$ cat src/rtl/hsp_pkg.sv
// hsp_pkg: shared types and constants of the hall sensor position counter
// used by every module of the block, depends on nothing

`timescale 1ns / 1ps

package hsp_pkg;

  localparam int unsigned CountWidth = 16;
  localparam int unsigned CfgAddrWidth = 3;
  localparam logic [15:0] CountsPerRevReset = 16'd4096;

  // register indexes, decoded from paddr[2]
  localparam logic RegCountsPerRev = 1'b0;
  localparam logic RegCountInverted = 1'b1;

  // channel codes, in scan order
  localparam logic [1:0] ChanA = 2'd0;
  localparam logic [1:0] ChanB = 2'd1;
  localparam logic [1:0] ChanC = 2'd2;

  localparam logic signed [1:0] DirNone = 2'sd0;
  localparam logic signed [1:0] DirFwd = 2'sd1;
  localparam logic signed [1:0] DirBwd = -2'sd1;

  typedef struct packed {
    logic [CountWidth-1:0] counts_per_rev;
    logic                  count_inverted;
  } cfg_t;

  typedef struct packed {
    logic [2:0]            level_code;
    logic signed [1:0]     direction;
    logic                  changed;
    logic [CountWidth-1:0] position;
  } result_t;

endpackage

$ cat src/rtl/hall_sensor_position_counter_unit.sv
// hall_sensor_position_counter_unit: top level of the hall sensor position counter
// depends on hsp_pkg, hsp_regs and hsp_core

`timescale 1ns / 1ps

// Decodes three hall sensor channel levels into a position within one revolution.
// Every accepted sample gives exactly one result: position, changed flag, last
// direction and the stored level code. A sample is taken into an input register,
// the decoder state and result are worked out in one pass and caught in an output
// register, so one sample a cycle is sustained while the output is not stalled.
// Counts per revolution and inversion are set over apb at byte addresses 0 and 4;
// the user must write them only while idle, which the block does not enforce.

module hall_sensor_position_counter_unit (
  input  logic        clk,
  input  logic        rst,
  input  logic        psel,
  input  logic        penable,
  input  logic        pwrite,
  input  logic [2:0]  paddr,
  input  logic [31:0] pwdata,
  output logic [31:0] prdata,
  output logic        pready,
  input  logic        s_tvalid,
  output logic        s_tready,
  input  logic [7:0]  s_tdata,   // level_a, level_b, level_c, zero fill
  output logic        m_tvalid,
  input  logic        m_tready,
  output logic [23:0] m_tdata    // position[15:0], changed, direction[1:0], level_code[2:0], zero fill
);

  hsp_pkg::cfg_t    cfg;
  hsp_pkg::result_t result;
  hsp_pkg::result_t out_result;

  logic       in_valid;
  logic [2:0] in_levels;
  logic       advance;

  assign advance = in_valid & (~m_tvalid | m_tready);
  assign s_tready = ~in_valid | advance;

  hsp_regs u_regs (
    .clk     (clk),
    .rst     (rst),
    .psel    (psel),
    .penable (penable),
    .pwrite  (pwrite),
    .paddr   (paddr),
    .pwdata  (pwdata),
    .prdata  (prdata),
    .pready  (pready),
    .cfg     (cfg)
  );

  hsp_core u_core (
    .clk     (clk),
    .rst     (rst),
    .cfg     (cfg),
    .levels  (in_levels),
    .advance (advance),
    .result  (result)
  );

  always_ff @(posedge clk) begin
    if (rst) begin
      in_valid <= 1'b0;
      m_tvalid <= 1'b0;
    end else begin
      if (s_tvalid & s_tready) begin
        in_valid <= 1'b1;
      end else if (advance) begin
        in_valid <= 1'b0;
      end
      if (advance) begin
        m_tvalid <= 1'b1;
      end else if (m_tready) begin
        m_tvalid <= 1'b0;
      end
    end
  end

  always_ff @(posedge clk) begin
    if (s_tvalid & s_tready) begin
      in_levels <= s_tdata[2:0];
    end
    if (advance) begin
      out_result <= result;
    end
  end

  assign m_tdata = {2'b00, out_result.level_code, out_result.direction,
                    out_result.changed, out_result.position};

endmodule

$ cat src/rtl/hsp_regs.sv
// hsp_regs: apb register file for counts per revolution and count inversion
// depends on hsp_pkg

`timescale 1ns / 1ps

module hsp_regs (
  input  logic                             clk,
  input  logic                             rst,
  input  logic                             psel,
  input  logic                             penable,
  input  logic                             pwrite,
  input  logic [hsp_pkg::CfgAddrWidth-1:0] paddr,
  input  logic [31:0]                      pwdata,
  output logic [31:0]                      prdata,
  output logic                             pready,
  output hsp_pkg::cfg_t                    cfg
);

  logic wr_en;

  assign pready = 1'b1;
  assign wr_en = psel & penable & pwrite & pready;

  always_ff @(posedge clk) begin
    if (rst) begin
      cfg.counts_per_rev <= hsp_pkg::CountsPerRevReset;
      cfg.count_inverted <= 1'b0;
    end else if (wr_en) begin
      case (paddr[2])
        hsp_pkg::RegCountsPerRev: cfg.counts_per_rev <= pwdata[15:0];
        hsp_pkg::RegCountInverted: cfg.count_inverted <= pwdata[0];
        default: ;
      endcase
    end
  end

  always_comb begin
    case (paddr[2])
      hsp_pkg::RegCountsPerRev: prdata = {16'd0, cfg.counts_per_rev};
      hsp_pkg::RegCountInverted: prdata = {31'd0, cfg.count_inverted};
      default: prdata = 32'd0;
    endcase
  end

endmodule

$ cat src/rtl/hsp_core.sv
// hsp_core: decoder state and the single-pass update for one level sample
// depends on hsp_pkg

`timescale 1ns / 1ps

module hsp_core (
  input  logic            clk,
  input  logic            rst,
  input  hsp_pkg::cfg_t   cfg,
  input  logic [2:0]      levels,
  input  logic            advance,
  output hsp_pkg::result_t result
);

  localparam int unsigned W = hsp_pkg::CountWidth;

  logic [2:0]        stored_levels, stored_levels_next;
  logic [1:0]        last_channel, last_channel_next;
  logic              last_channel_valid, last_channel_valid_next;
  logic [W-1:0]      count_value, count_value_next;
  logic signed [1:0] last_direction, last_direction_next;

  logic [2:0]   diff;
  logic [1:0]   chan;
  logic         fwd_seq;
  logic         step_fwd;
  logic [W:0]   modulus;
  logic [W:0]   top_value;
  logic [W:0]   count_ext;
  logic [W-1:0] fwd_value;
  logic [W-1:0] bwd_value;

  always_ff @(posedge clk) begin
    if (rst) begin
      stored_levels <= 3'd0;
      last_channel <= hsp_pkg::ChanA;
      last_channel_valid <= 1'b0;
      count_value <= '0;
      last_direction <= hsp_pkg::DirNone;
    end else if (advance) begin
      stored_levels <= stored_levels_next;
      last_channel <= last_channel_next;
      last_channel_valid <= last_channel_valid_next;
      count_value <= count_value_next;
      last_direction <= last_direction_next;
    end
  end

  always_comb begin
    diff = levels ^ stored_levels;
    if (diff[0]) begin
      chan = hsp_pkg::ChanA;
    end else if (diff[1]) begin
      chan = hsp_pkg::ChanB;
    end else begin
      chan = hsp_pkg::ChanC;
    end

    case (last_channel)
      hsp_pkg::ChanA: fwd_seq = (chan == hsp_pkg::ChanB);
      hsp_pkg::ChanB: fwd_seq = (chan == hsp_pkg::ChanC);
      hsp_pkg::ChanC: fwd_seq = (chan == hsp_pkg::ChanA);
      default: fwd_seq = 1'b0;
    endcase
    step_fwd = fwd_seq ^ cfg.count_inverted;

    // zero counts per revolution wraps in the full count width
    modulus = (cfg.counts_per_rev == '0) ? {1'b1, {W{1'b0}}} : {1'b0, cfg.counts_per_rev};
    top_value = modulus - 1'b1;
    count_ext = {1'b0, count_value};
    fwd_value = (count_ext >= top_value) ? '0 : count_value + 1'b1;
    bwd_value = ((count_value == '0) || (count_ext >= modulus)) ? top_value[W-1:0]
                                                                : count_value - 1'b1;

    stored_levels_next = stored_levels;
    last_channel_next = last_channel;
    last_channel_valid_next = last_channel_valid;
    count_value_next = count_value;
    last_direction_next = last_direction;
    if (diff != 3'd0) begin
      stored_levels_next = levels;
      last_channel_next = chan;
      last_channel_valid_next = 1'b1;
      if (last_channel_valid) begin
        count_value_next = step_fwd ? fwd_value : bwd_value;
        last_direction_next = step_fwd ? hsp_pkg::DirFwd : hsp_pkg::DirBwd;
      end
    end

    result.position = count_value_next;
    result.changed = (count_value_next != count_value);
    result.direction = last_direction_next;
    result.level_code = stored_levels_next;
  end

endmodule
$ cat config.mk
export PLATFORM = sky130hd
export DESIGN_NAME = hall_sensor_position_counter_unit
export DESIGN_NICKNAME = d
export VERILOG_FILES = /design/src/rtl/hsp_pkg.sv /design/src/rtl/hall_sensor_position_counter_unit.sv /design/src/rtl/hsp_regs.sv /design/src/rtl/hsp_core.sv
export SDC_FILE = /design/constraint.sdc
export NUM_CORES = 1
export LEC_CHECK = 0
export ABC_CLOCK_PERIOD_IN_PS = 6010
export BUFFER_PORTS_ARGS = -buffer_cell sky130_fd_sc_hd__buf_2
export CAP_MARGIN = 40
export CORE_MARGIN = 1
export CORE_UTILIZATION = 57
export DETAILED_ROUTE_END_ITERATION = 6
export MAX_ROUTING_LAYER = met4
export PLACE_DENSITY_LB_ADDON = 0.12
export RECOVER_POWER = 100
export REMOVE_ABC_BUFFERS = 1
export SKIP_CTS_REPAIR_TIMING = 1
export SYNTH_ARGS = -nofsm -noshare
export SYNTH_HDL_FRONTEND = slang
export SYNTH_HIERARCHICAL = 1
export SYNTH_SLANG_ARGS = --single-unit
$ cat constraint.sdc
create_clock -name clk -period 6.01 [get_ports clk]
set_input_delay 1.202 -clock clk [delete_from_list [all_inputs] [get_ports clk]]
set_output_delay 1.202 -clock clk [all_outputs]
set_load 0.05 [all_outputs]
# == Yosys cells after proc, flatten, opt, wreduce, memory -nomap -nowiden ==
# Index checks and enable logic that the tools add are counted.
# W data, S select, Z words.
# word_totals
reg_bits,68
latchBits,0
mem_bits_rw,0
romBits,0
input_bits,50
out_inout_bits,59
word_cells,64
n_memories,0
# classes
add_sub_neg,3
mul,0
div,0
n_lt_le_gt_ge,2
eq_ne,5
shifts,0
muxes,18
bitwise,11
reduce_logical,11
# op_table
cell,n
$mux W16,5
$pmux W32 S2,1
$ge A16 B17 Y1,2
$logic_not A16 Y1,2
$mux W17,1
$sub A17 B1 Y17 const B,1
$add A16 B1 Y16 const B,1
$ne A16 B16 Y1,1
$sub A16 B1 Y16 const B,1
$mux W2,5
$reduce_and A2 Y1,3
$and A1 B1 Y1,4
$eq A2 B1 Y1 const B,2
$eq A2 B2 Y1 const B,2
$logic_not A2 Y1,2
$mux W1,4
$reduce_bool A2 Y1,2
$mux W3,1
$not A1 Y1,3
$pmux W1 S3,1
$reduce_bool A3 Y1,1
$xor A3 B3 Y3,1
$or A1 B1 Y1,2
$logic_or A1 B1 Y1,1
$xor A1 B1 Y1,1

# == Logic depth before layout (Yosys ltp) ==
# Gate-level depths: netlist of the first run.
# depth
word_depth,10
ltp_mapped,20
ltp_nobuf,18

# == Hierarchy ==
# The synthesis of the first run kept the hierarchy.
# by_module_without_submodules
mod,instances,cells_per_inst,area_each_um2,seq_area_each_um2
hsp_core,1,512,3669.8,480.5
hsp_regs,1,110,1027.2,340.3
hall_sensor_position_counter_unit,1,38,873.3,790.8

# == Least setup slack after synthesis of the first run ==
# OpenSTA, ideal clock, no wires.
# synth_path
path_type,register to register
start,reg u_regs/cfg[11] (netlist name)
end,"reg out_result (netlist bit m_tdata[16]), data pin"
setup_time_ps,272
arrival_ps,4340
required_time_ps,5738
slack_ps,1399
stages_incl_launch_ff,20
n_path_buf,2
period_less_slack_ps,4611
path_cell_list,dfxtp_1 -> or4_4 -> nor4b_4 -> nand2_2 -> a2111oi_2 -> xnor2_1 -> ha_1 -> nand4_1 -> nor2_1 -> o2bb2ai_1 -> o21ai_0 -> and2_1 -> clkbuf_1 -> clkbuf_1 -> o21ai_0 -> a21oi_1 -> o221ai_1 -> a2111oi_4 -> nor2_1 -> or4_1
# synth_lines
item,line_no,text
to (signal assigned),hall_sensor_position_counter_unit.sv:88,out_result <= result;
to (decl),hall_sensor_position_counter_unit.sv:34,hsp_pkg::result_t out_result;

==> metrics.csv, run 1 <==
metric,value,unit
result of the run,"complete, but fails checks",
violated checks,"max-capacitance violations, max-slew violations",
"share of synthesized cell area in and, or, nand and nor gates",23.9,%
Top Ports,109,
Clock Skews,0.0144,ns
Syn. warnings,6,
final slew viol count,41,
count of buffers inserted at the top-level ports,66,
global-route usage over all layers,31.0,%
"Reg clk slew, reported paths",0.09,ns
Pwr Total,1490,uW
estimated wirelength of the detail-placed design,10600,um
total die area,0.0102,mm^2
Via-to-Cell Ratio,5.88,
critical path data arrival time,5.66,ns
type of the worst min-delay path,reg2reg,
Sw Share,37.7,%
number of antenna violations at the first check in global routing,0,
number of nets in the layout,793,
layout overhead on the synthesized area,8.47,%
Non-Filler Instances,841,
TritonCTS clock tree,yes,
required time worst endpoint,6.10,ns
Mapped Cells,660,
placed cell area,0.00593,mm^2
clock tree root buffer cell,sky130_fd_sc_hd__clkbuf_8,
DR vias,4948,
Final Instance Area,0.00604,mm^2
clock group share of total power,29.2,%
"commonest cells after routing, fill and taps aside","sky130_fd_sc_hd__nor2_1, sky130_fd_sc_hd__nand2_1, sky130_fd_sc_hd__clkbuf_1",
compound-cell area share of the yosys netlist,18.1,%
area of the mapped netlist,0.00557,mm^2
deepest level of the CTS H-tree,3,
most common library cell in the layout ignoring fill and taps,sky130_fd_sc_hd__nor2_1,
"Seq/Total Area, Yosys",28.9,%
combinational family with the most area after synthesis,simple AND/OR/NAND/NOR gates,
core area,0.00937,mm^2
transition time at the pin with the least slew margin,2.23,ns
Hold Worst Slack,0.463,ns
effective utilization at floorplan,59.4,%
Synth Area in Adders,8.09,%
# Max-Cap Violations,1,
cell internal power dissipation,927,uW
flop and latch count out of synthesis,68,
dpl cells,825,
Unique masters post-synth,85,
die extent in x,101,um
setup total negative slack,0,ns
final critical path time including I/O delays and setup,5.57,ns
DRC errors left,0,
final antenna-violating net count,0,
asr flop ratio synth,0,%
RePlAce Congestion,0.887,
Max transition margin,-49.0,%
Die Height,101,um
hold violation count in the final report,0,
endpoint class of the critical path,register,
setup repair after global routing missed its margin,false,
number of enable-type register cells in the synthesized netlist,25,
worst vdd ir,0.110,mV
fraction of layout instances using a drive strength above 1,11.5,%
commonest register cell after synthesis,sky130_fd_sc_hd__dfxtp_1,
via count of the first global-routing pass,4662,
maximum count of clock buffers along a single path,2,
Rows,35,
total of endpoints with negative setup slack in the final report,0,
Seq pwr share,36.0,%
crit path kind,reg2reg,
number of buffers created by CTS,9,
post-synthesis mux area share,6.24,%
Inserted Diodes,0,
first-pass GRT wire length,23500,um
wire length after detailed routing,14400,um
synthesized area per cell,8.44,um^2
peak clock frequency supported by timing,180,MHz
total clock sinks,68,
Worst-Skew Late Latency,0.35,ns
routed len/inst,17.1,um
net switching component of the power,560,uW
residual overflow from global routing,0,
detailed-routing iteration count for the pre-antenna-repair pass,7,
pin count of the biggest net entering global routing,58,
share of the synthesized netlist area taken by xor and xnor gates,6.45,%
type of origin of the critical path,register,
detailed router's first-iteration violation count,425,
static power due to leakage,0.00241,uW
part of the power in combinational logic,34.9,%
Max Fanout on Critical Path,10,
power density cells,246,mW/mm^2
Final Cycle Share,92.7,%
==> synthesized netlist by cell type (9+ instances only) <==
cell type,instances,area share [%]
sky130_fd_sc_hd__a21oi_1,27,2.4
sky130_fd_sc_hd__nand2_1,50,3.4
sky130_fd_sc_hd__nand2b_1,36,4.0
sky130_fd_sc_hd__dfxtp_1,43,15
sky130_fd_sc_hd__nand4_1,9,1.0
sky130_fd_sc_hd__mux2i_1,31,5.6
sky130_fd_sc_hd__nor2_1,66,4.4
sky130_fd_sc_hd__clkbuf_1,31,2.1
sky130_fd_sc_hd__nand3_1,18,1.6
sky130_fd_sc_hd__o211ai_1,9,1.2
sky130_fd_sc_hd__edfxtp_1,25,13
sky130_fd_sc_hd__ha_1,36,8.1
sky130_fd_sc_hd__xor2_1,11,1.7
sky130_fd_sc_hd__inv_1,28,1.9
sky130_fd_sc_hd__nor3_1,11,0.99
sky130_fd_sc_hd__buf_4,21,2.8
sky130_fd_sc_hd__o21ai_0,28,2.5
sky130_fd_sc_hd__xnor2_1,30,4.7
sky130_fd_sc_hd__nor2b_1,12,1.3
==> worst max-delay path: stages, from the launching register on <==
cell	delay (ns)
sky130_fd_sc_hd__dfxtp_1	0.37
sky130_fd_sc_hd__or4_4	0.58
sky130_fd_sc_hd__nor4b_4	0.28
sky130_fd_sc_hd__nand2_2	0.15
sky130_fd_sc_hd__a2111oi_0	0.52
sky130_fd_sc_hd__xnor2_1	0.26
sky130_fd_sc_hd__ha_1	0.30
sky130_fd_sc_hd__nand4_1	0.11
sky130_fd_sc_hd__nor2_1	0.06
sky130_fd_sc_hd__o2bb2ai_1	0.12
sky130_fd_sc_hd__o21ai_0	0.24
sky130_fd_sc_hd__and2_1	0.43
sky130_fd_sc_hd__a21boi_0	0.17
sky130_fd_sc_hd__a2111oi_0	0.39
sky130_fd_sc_hd__o2111ai_1	0.14
sky130_fd_sc_hd__nor4_1	0.49
sky130_fd_sc_hd__nand4_1	0.13
sky130_fd_sc_hd__or4_1	0.55
==> per-layer routing <==
layer / vias to the layer above / global-route usage, % / routed length, um / part of all wire (%)
met2: 213 / 49.6 / 6730 / 47
met1: 2295 / 38.9 / 6310 / 44
li1: 2400 / - / - / -
met3: 40 / 3.95 / 881 / 6.1
met4: 0 / 15.1 / 483 / 3.4
met5: - / - / 0 / 0
==> metrics by stage <==
| step | util, % | setup WS, ns |
|---|---|---|
| 4_1_cts | 65.6 | 0.621 |
| 6_report | 64.5 | 0.442 |
| 3_3_place_gp | 62.7 | 0.671 |
| 5_1_grt | 64.5 | 0.121 |
| 3_5_place_dp | 63.2 | 0.667 |
| 2_1_floorplan | - | 0.646 |
==> final timing paths <==
kind	from	end	slack (ns)	cells past startpoint
max	u_regs/cfg[11]$_SDFFE_PP0P_	m_tdata[16]$_DFFE_PP_	0.44	17
min	u_core/last_direction[0]$_SDFFE_PP0P_	u_core/last_direction[0]$_SDFFE_PP0P_	0.46	2
max reg2reg	u_regs/cfg[11]$_SDFFE_PP0P_	m_tdata[16]$_DFFE_PP_	0.44	17
min reg2reg	u_core/last_direction[0]$_SDFFE_PP0P_	u_core/last_direction[0]$_SDFFE_PP0P_	0.46	2
==> area by class of cell <==
| type | count | area (um^2) |
|---|---|---|
| Clock inverter | 7 | 97.6 |
| Multi-Input combinational cell | 518 | 3550 |
| Clock buffer | 9 | 124 |
| Timing Repair Buffer | 81 | 393 |
| Inverter | 29 | 109 |
| Tap cell | 129 | 161 |
| Fill cell | 829 | 3330 |
| Sequential cell | 68 | 1610 |
==> sequential cells by signal, summed over array words and instances, names as in the netlist <==
name and cells:
u_core/last_channel 2, u_core/stored_levels 3, in_valid 1, u_regs/cfg 17, u_core/last_direction 2, m_tdata 22, in_levels 3, u_core/last_channel_valid 1
m_tvalid 1, u_core/count_value 16
==> power groups by stage <==
stage	clock network [uW]	registers, uW	logic [uW]
after floorplan	0	574	342
after global placement	0	544	500
after detailed placement	0	545	519
after CTS	440	534	520
after global routing	462	538	562
final	434	535	518
==> cells by family (layout without fill, tap and decap cells) <==
logic type / after synthesis / count (layout)
AOI/OAI and AO/OA: 137 / 137
adders and majority gates: 36 / 36
and+or+nand+nor: 251 / 251
other: 3 / 19
muxes: 34 / 34
DFF: 68 / 68
buffers and inverters: 90 / 126
xor gates and xnor gates: 41 / 41
Note: power is estimated with default switching activity, not from simulation.
==> run 2, diff against run 1 <==
--- a/config.mk
+++ b/config.mk
@@ -18,5 +18,4 @@
 export SKIP_CTS_REPAIR_TIMING = 1
 export SYNTH_ARGS = -nofsm -noshare
 export SYNTH_HDL_FRONTEND = slang
-export SYNTH_HIERARCHICAL = 1
 export SYNTH_SLANG_ARGS = --single-unit
==> run 2 against run 1 <==
Compared with the run above: the flow still finishes with violations (max-capacitance violations, max-slew violations); non-clock buffer count is 3 lower; highest routed layer unchanged; worst setup slack gained 0.16 ns; final area is 1.5% lower; synthesized area decreased by 0.25%; flip-flop and latch count stayed put; global-route usage increased by 1.8 points; synthesized cell count grew 9.1%; largest power group is now combinational logic; register-to-register slack improved by 0.16 ns; via count is 8.8% higher; power grew 5.5%; worst hold slack improved by 0.0080 ns; sequential share of layout area increased by 0.42 points.
==> metrics.csv, run 2 <==
metric,value,unit
via count of the first global-routing pass,5077,
# fillers,844,
total die area,0.0101,mm^2
power density cells,264,mW/mm^2
Unique masters post-synth,77,
area of the mapped netlist,0.00556,mm^2
setup repair after global routing missed its margin,false,
fraction of layout instances using a drive strength above 1,8.83,%
Non-Filler Instances,888,
Via-to-Cell Ratio,6.06,
first-pass GRT wire length,25300,um
Levels on crit path,16,
Worst R2R Path Depth,16,
DP Worst Slack,0.969,ns
"Reg clk slew, reported paths",0.08,ns
number of nets in the layout,840,
dpl cells,872,
top cell types by occurrence after synthesis,"sky130_fd_sc_hd__nand2_1, sky130_fd_sc_hd__nor2_1, sky130_fd_sc_hd__a21oi_1",
endpoint class of the critical path,register,
peak clock frequency supported by timing,185,MHz
most common library cell in the layout ignoring fill and taps,sky130_fd_sc_hd__nand2_1,
deepest level of the CTS H-tree,3,
dominant cell type by area after synthesis,sky130_fd_sc_hd__dfxtp_1,
Inserted Diodes,0,
type of the worst min-delay path,reg2reg,
static power due to leakage,0.00235,uW
global-route usage over all layers,32.9,%
Die Height,101,um
setup total negative slack,0,ns
RePlAce Congestion,0.937,
die extent in x,101,um
type of origin of the critical path,register,
crit path capture,m_tdata[16]$_DFFE_PP_,
synthesized area per cell,7.72,um^2
"Seq/Total Area, Yosys",29.0,%
number of flip-flops in the largest register,22,
maximum count of clock buffers along a single path,2,
flop and latch count out of synthesis,68,
commonest register cell after synthesis,sky130_fd_sc_hd__dfxtp_1,
leading post-synthesis cells by cell area,"sky130_fd_sc_hd__dfxtp_1, sky130_fd_sc_hd__edfxtp_1, sky130_fd_sc_hd__ha_1",
violated checks,"max-capacitance violations, max-slew violations",
placed cell area,0.00580,mm^2
DR vias,5385,
"commonest cells after routing, fill and taps aside","sky130_fd_sc_hd__nand2_1, sky130_fd_sc_hd__nor2_1, sky130_fd_sc_hd__a21oi_1",
first element of the critical path,u_regs.cfg[8]$_SDFFE_PP0P_,
hold violation count in the final report,0,
final critical path time including I/O delays and setup,5.41,ns
Worst-Skew Late Latency,0.36,ns
source of the worst register-to-register timing path,u_regs.cfg[8]$_SDFFE_PP0P_,
clock tree root buffer cell,sky130_fd_sc_hd__clkbuf_8,
number of buffers created by CTS,9,
core area,0.00933,mm^2
# Max-Cap Violations,2,
estimated wirelength of the detail-placed design,11100,um
routed len/inst,17.3,um
TritonCTS clock tree,yes,
layout overhead on the synthesized area,7.07,%
total clock sinks,68,
asr flop ratio synth,0,%
Max Fanout on Critical Path,11,
critical path data arrival time,5.48,ns
final antenna-violating net count,0,
residual overflow from global routing,0,
max incr delay on CP,0.64,ns
Syn. warnings,0,
detailed-routing iteration count for the pre-antenna-repair pass,5,
detailed router's first-iteration violation count,375,
Clock Skews,0.0153,ns
endpoint of the worst-slack reg-to-reg timing path,m_tdata[16]$_DFFE_PP_,
critical-path cell list,or4_1 -> or3_1 -> or3_1 -> nand2_1 -> ha_1 -> nand4_1 -> nor3_1 -> a211o_1 -> or3b_2 -> o21ai_2 -> clkbuf_1 -> mux2i_1 -> a211o_1 -> o31ai_1 -> nor4b_1 -> nand4_1,
worst reg2reg setup slack,0.60,ns
wire length after detailed routing,15300,um
number of enable-type register cells in the synthesized netlist,25,
cell family contributing the most delay on the critical path,simple AND/OR/NAND/NOR gates,
transition time at the pin with the least slew margin,1.89,ns
required time worst endpoint,6.08,ns
Max transition margin,-26.0,%
Top Ports,109,
crit path kind,reg2reg,
effective utilization at floorplan,59.6,%
slowest CP cell,sky130_fd_sc_hd__or4_1,
pin count of the biggest net entering global routing,44,
number of antenna violations at the first check in global routing,0,
worst setup slack after layout,0.601,ns
total of endpoints with negative setup slack in the final report,0,
area share of the largest cell type after synthesis,15.5,%
DRC errors left,0,
Mapped Cells,720,
Hold Worst Slack,0.471,ns
Final Cycle Share,90.0,%
final slew viol count,82,
result of the run,"complete, but fails checks",
Final Instance Area,0.00595,mm^2
launch instance of the worst min-delay path,u_core.stored_levels[2]$_SDFFE_PP0P_,
Rows,35,
Critical path buffers and inverters,1,
worst vdd ir,0.128,mV
count of buffers inserted at the top-level ports,66,
dominant cell by count in the synthesized netlist,sky130_fd_sc_hd__nand2_1,
run 2: cell count changes in the layout (fill, tap and decap cells not counted), sizes merged, moves of 7 or more:
cell,before,now
nand2b,36,8
and3,2,10
o31ai,2,11
nor2,66,73
nor2b,13,5
o21ai,30,39
a21oi,28,57
mux2i,31,10
nand2,51,102
nor3,13,26
run 2: per-layer routing:
layer	up-vias	part of all wire, %	GRT usage, %	wire length [um]
li1	2611	-	-	-
met1	2493	44	40.9	6700
met2	248	48	53.7	7280
met3	33	6.0	4.72	926
met4	0	2.8	13.2	422
met5	-	0	-	0
run 2: power by group:
group          switching, uW  total, uW  internal, uW
clock                    199        476           278
sequential              32.9        539           506
combinational            371        553           182
run 2: kinds of logic after synthesis:
| group | share of synthesized area [%] |
|---|---|
| flops | 29.0 |
| other cells | 0.135 |
| compound gates | 22.1 |
| mux | 2.41 |
| buf+inv | 9.14 |
| fa+ha+maj | 8.11 |
| xor+xnor | 4.89 |
| simple gates | 24.2 |
run 2: final cells by class:
class	count	area, um^2	share of cell area, %
clock buffers	10	128	2.15
clock inverters	6	113	1.89
inverters	28	105	1.77
multi-input cells	569	3470	58.4
flip-flops and latches	68	1610	27.1
well taps	129	161	2.71
repair buffers	78	358	6.01
run 2: tightest hold or removal path, delay by kind of cell, from the launching register on:
family | cells | cell delay [ns]
DFF | 1 | 0.32
and+or+nand+nor | 1 | 0.05
AOI/OAI and AO/OA | 1 | 0.05
run 2: worst min path at each step:
stage / cells past startpoint / endpoint
5_1_grt: 2 / u_core.stored_levels[1]$_SDFFE_PP0P_
4_1_cts: 2 / u_core.stored_levels[2]$_SDFFE_PP0P_
3_5_place_dp: 2 / u_core.stored_levels[2]$_SDFFE_PP0P_
2_1_floorplan: 2 / u_core.last_direction[0]$_SDFFE_PP0P_
6_report: 2 / u_core.stored_levels[2]$_SDFFE_PP0P_
3_3_place_gp: 2 / u_core.last_direction[0]$_SDFFE_PP0P_
run 2: stage by stage:
step | power [uW] | utilization (%)
after floorplan | 949 | -
after global placement | 1090 | 62.1
after detailed placement | 1100 | 62.2
after CTS | 1570 | 64.7
after global routing | 1650 | 63.8
final | 1570 | 63.8
==> run 3, diff against run 2 <==
--- a/config.mk
+++ b/config.mk
@@ -5,11 +5,11 @@
 export SDC_FILE = /design/constraint.sdc
 export NUM_CORES = 1
 export LEC_CHECK = 0
+export ABC_AREA = 1
 export ABC_CLOCK_PERIOD_IN_PS = 6010
 export BUFFER_PORTS_ARGS = -buffer_cell sky130_fd_sc_hd__buf_2
-export CAP_MARGIN = 40
 export CORE_MARGIN = 1
-export CORE_UTILIZATION = 57
+export CORE_UTILIZATION = 45
 export DETAILED_ROUTE_END_ITERATION = 6
 export MAX_ROUTING_LAYER = met4
 export PLACE_DENSITY_LB_ADDON = 0.12
==> run 3 against run 2 <==
Compared with the run above: the run ends with design-rule violations, max-capacitance violations, max-slew violations left; critical path type unchanged; worst setup slack gained 0.53 ns; largest cell class unchanged; final area shrank 1.3%; clock-buffer cell count grew 2; sequential share of layout area grew 0.35 points.
==> metrics.csv, run 3 <==
metric,value,unit
count of buffers inserted at the top-level ports,66,
cell family contributing the most delay on the critical path,simple AND/OR/NAND/NOR gates,
Top Ports,109,
DRC errors left,8,
DR vias,5149,
residual overflow from global routing,0,
power density cells,271,mW/mm^2
area share of the largest cell type after synthesis,16.1,%
launch instance of the worst min-delay path,u_core.last_direction[0]$_SDFFE_PP0P_,
static power due to leakage,0.00283,uW
leading post-synthesis cells by cell area,"sky130_fd_sc_hd__dfxtp_1, sky130_fd_sc_hd__edfxtp_1, sky130_fd_sc_hd__nand2_1",
deepest level of the CTS H-tree,3,
"share of synthesized cell area in and, or, nand and nor gates",30.5,%
share of the synthesized netlist area taken by xor and xnor gates,4.74,%
global-route usage over all layers,23.2,%
synthesized area per cell,6.76,um^2
"commonest cells after routing, fill and taps aside","sky130_fd_sc_hd__nand2_1, sky130_fd_sc_hd__inv_1, sky130_fd_sc_hd__nand3_1",
most common library cell in the layout ignoring fill and taps,sky130_fd_sc_hd__nand2_1,
worst vdd ir,0.137,mV
total clock sinks,68,
setup repair after global routing missed its margin,false,
detailed router's first-iteration violation count,272,
estimated wirelength of the detail-placed design,10200,um
hold violation count in the final report,0,
Worst R2R Path Depth,24,
Max transition margin,-0.145,%
number of antenna violations at the first check in global routing,0,
total of endpoints with negative setup slack in the final report,0,
Worst-Skew Late Latency,0.35,ns
effective utilization at floorplan,46.5,%
worst reg2reg setup slack,1.13,ns
number of buffers created by CTS,9,
Via-to-Cell Ratio,5.21,
pin count of the biggest net entering global routing,46,
via count of the first global-routing pass,4695,
die extent in x,111,um
Syn. warnings,0,
"Reg clk slew, reported paths",0.05,ns
TritonCTS clock tree,yes,
RePlAce Congestion,0.937,
# fillers,1190,
setup total negative slack,0,ns
asr flop ratio synth,0,%
Die Height,111,um
number of enable-type register cells in the synthesized netlist,25,
wire length after detailed routing,13300,um
core area,0.0115,mm^2
fraction of layout instances using a drive strength above 1,6.98,%
combinational family with the most area after synthesis,simple AND/OR/NAND/NOR gates,
endpoint class of the critical path,register,
Inserted Diodes,0,
final critical path time including I/O delays and setup,4.88,ns
Mapped Cells,792,
Max Fanout on Critical Path,16,
critical-path cell list,inv_1 -> ha_1 -> nand3_2 -> nor2_1 -> nand2_2 -> nand2_1 -> inv_2 -> nor2_1 -> nand3_1 -> nand2_1 -> inv_1 -> ha_1 -> nand3_1 -> nor3_1 -> nand4_1 -> nand4_1 -> clkbuf_1 -> o21ai_0 -> nand3_1 -> nand2_1 -> nor2_1 -> nand2_1 -> nor2_1 -> nand2_1,
commonest register cell after synthesis,sky130_fd_sc_hd__dfxtp_1,
slowest CP cell,sky130_fd_sc_hd__clkbuf_1,
required time worst endpoint,6.10,ns
post-synthesis mux area share,0,%
final slew viol count,36,
Critical path buffers and inverters,4,
first element of the critical path,u_regs.cfg[2]$_SDFFE_PP0P_,
max incr delay on CP,0.74,ns
Final Cycle Share,81.2,%
"Seq/Total Area, Yosys",30.1,%
flop and latch count out of synthesis,68,
Clock Skews,0.00794,ns
library cell appearing most often on the critical path,sky130_fd_sc_hd__nand2_1,
total die area,0.0123,mm^2
Worst Hold Path Cells,2,
crit path kind,reg2reg,
peak clock frequency supported by timing,205,MHz
dominant cell type by area after synthesis,sky130_fd_sc_hd__dfxtp_1,
area of the mapped netlist,0.00536,mm^2
dominant cell by count in the synthesized netlist,sky130_fd_sc_hd__nand2_1,
maximum count of clock buffers along a single path,2,
first-pass GRT wire length,22300,um
Synth Area in Adders,8.41,%
source of the worst register-to-register timing path,u_regs.cfg[2]$_SDFFE_PP0P_,
endpoint of the worst-slack reg-to-reg timing path,m_tdata[16]$_DFFE_PP_,
violated checks,"design-rule violations, max-capacitance violations, max-slew violations",
layout overhead on the synthesized area,9.67,%
Non-Filler Instances,988,
result of the run,"complete, but fails checks",
number of flip-flops in the largest register,22,
dpl cells,972,
final antenna-violating net count,0,
compound-cell area share of the yosys netlist,14.2,%
Rows,39,
# Max-Cap Violations,1,
number of nets in the layout,926,
Hold EP,u_core.last_direction[0]$_SDFFE_PP0P_,
type of origin of the critical path,register,
detailed-routing iteration count for the pre-antenna-repair pass,7,
critical path data arrival time,4.97,ns
top cell types by occurrence after synthesis,"sky130_fd_sc_hd__nand2_1, sky130_fd_sc_hd__inv_1, sky130_fd_sc_hd__nand3_1",
routed len/inst,13.4,um
Unique masters post-synth,40,
type of the worst min-delay path,reg2reg,
transition time at the pin with the least slew margin,1.50,ns
clock tree root buffer cell,sky130_fd_sc_hd__clkbuf_16,
[run 3: cell count changes in the layout (fill, tap and decap cells not counted), moves of 11 or more]
cell,previous run,this run
sky130_fd_sc_hd__xnor2_1,26,2
sky130_fd_sc_hd__xor2_1,5,22
sky130_fd_sc_hd__nor3_1,26,4
sky130_fd_sc_hd__o31ai_1,11,0
sky130_fd_sc_hd__nand2_1,102,161
sky130_fd_sc_hd__nor2_1,73,86
sky130_fd_sc_hd__o21ai_0,36,70
sky130_fd_sc_hd__inv_1,27,92
sky130_fd_sc_hd__nand3_1,17,87
[run 3: how the worst max path moves through the flow]
stage / slack, ns / cells after the start / endpoint
global placement: 2.05 / 26 / m_tdata[16]$_DFFE_PP_
global route: 0.80 / 24 / m_tdata[16]$_DFFE_PP_
floorplan: 2.28 / 26 / m_tdata[16]$_DFFE_PP_
finish: 1.13 / 24 / m_tdata[16]$_DFFE_PP_
CTS: 1.95 / 26 / m_tdata[16]$_DFFE_PP_
detailed placement: 1.97 / 26 / m_tdata[16]$_DFFE_PP_
[run 3: power breakdown]
part | switching, uW | leakage, uW | internal (uW)
Combinational | 389 | 0.00211 | 158
Sequential | 31.9 | 0.000591 | 514
Clock | 197 | 0.000137 | 302
[run 3: worst min-delay path: stages (launching register included)]
cell and delay, ns:
sky130_fd_sc_hd__dfxtp_1 0.29, sky130_fd_sc_hd__inv_1 0.06, sky130_fd_sc_hd__a21oi_1 0.06
[run 3: per-layer routing]
| metal | up-vias | global-route usage (%) | wire (um) |
|---|---|---|---|
| met5 | - | - | 0 |
| met4 | 0 | 10.7 | 352 |
| met3 | 23 | 3.72 | 645 |
| met2 | 130 | 38.2 | 6240 |
| met1 | 2320 | 28.0 | 6040 |
| li1 | 2676 | - | - |
[run 3: logic make-up (layout without fill, tap and decap cells)]
logic type,count (synthesis),after routing
other,2,19
buffers and inverters,144,180
adders and majority gates,36,36
xor gates and xnor gates,26,26
DFF,68,68
and+or+nand+nor,373,373
AOI/OAI and AO/OA,143,143
[run 3: final cells by class]
cell class                 count  area (um^2)  area share (%)
sequential                    68         1610            27.4
multi-input combinational    597         3160            53.7
inverter                      96          360            6.13
clock buffer                  12          258            4.39
clock inverter                 4         22.5           0.383
tap                          143          179            3.05
timing repair buffer          68          287            4.88
[run 3: through the flow]
step | hold slack, ns | total power, uW | cell area (um^2) | setup slack, ns | utilization (%)
after floorplan | 0.430 | 969 | 5140 | 2.28 | -
after global placement | 0.444 | 1090 | 5670 | 2.05 | 49.2
after detailed placement | 0.456 | 1110 | 5670 | 1.97 | 49.2
after CTS | 0.464 | 1610 | 5950 | 1.95 | 51.7
after global routing | 0.493 | 1690 | 5870 | 0.796 | 51.0
final | 0.459 | 1590 | 5870 | 1.13 | 51.0
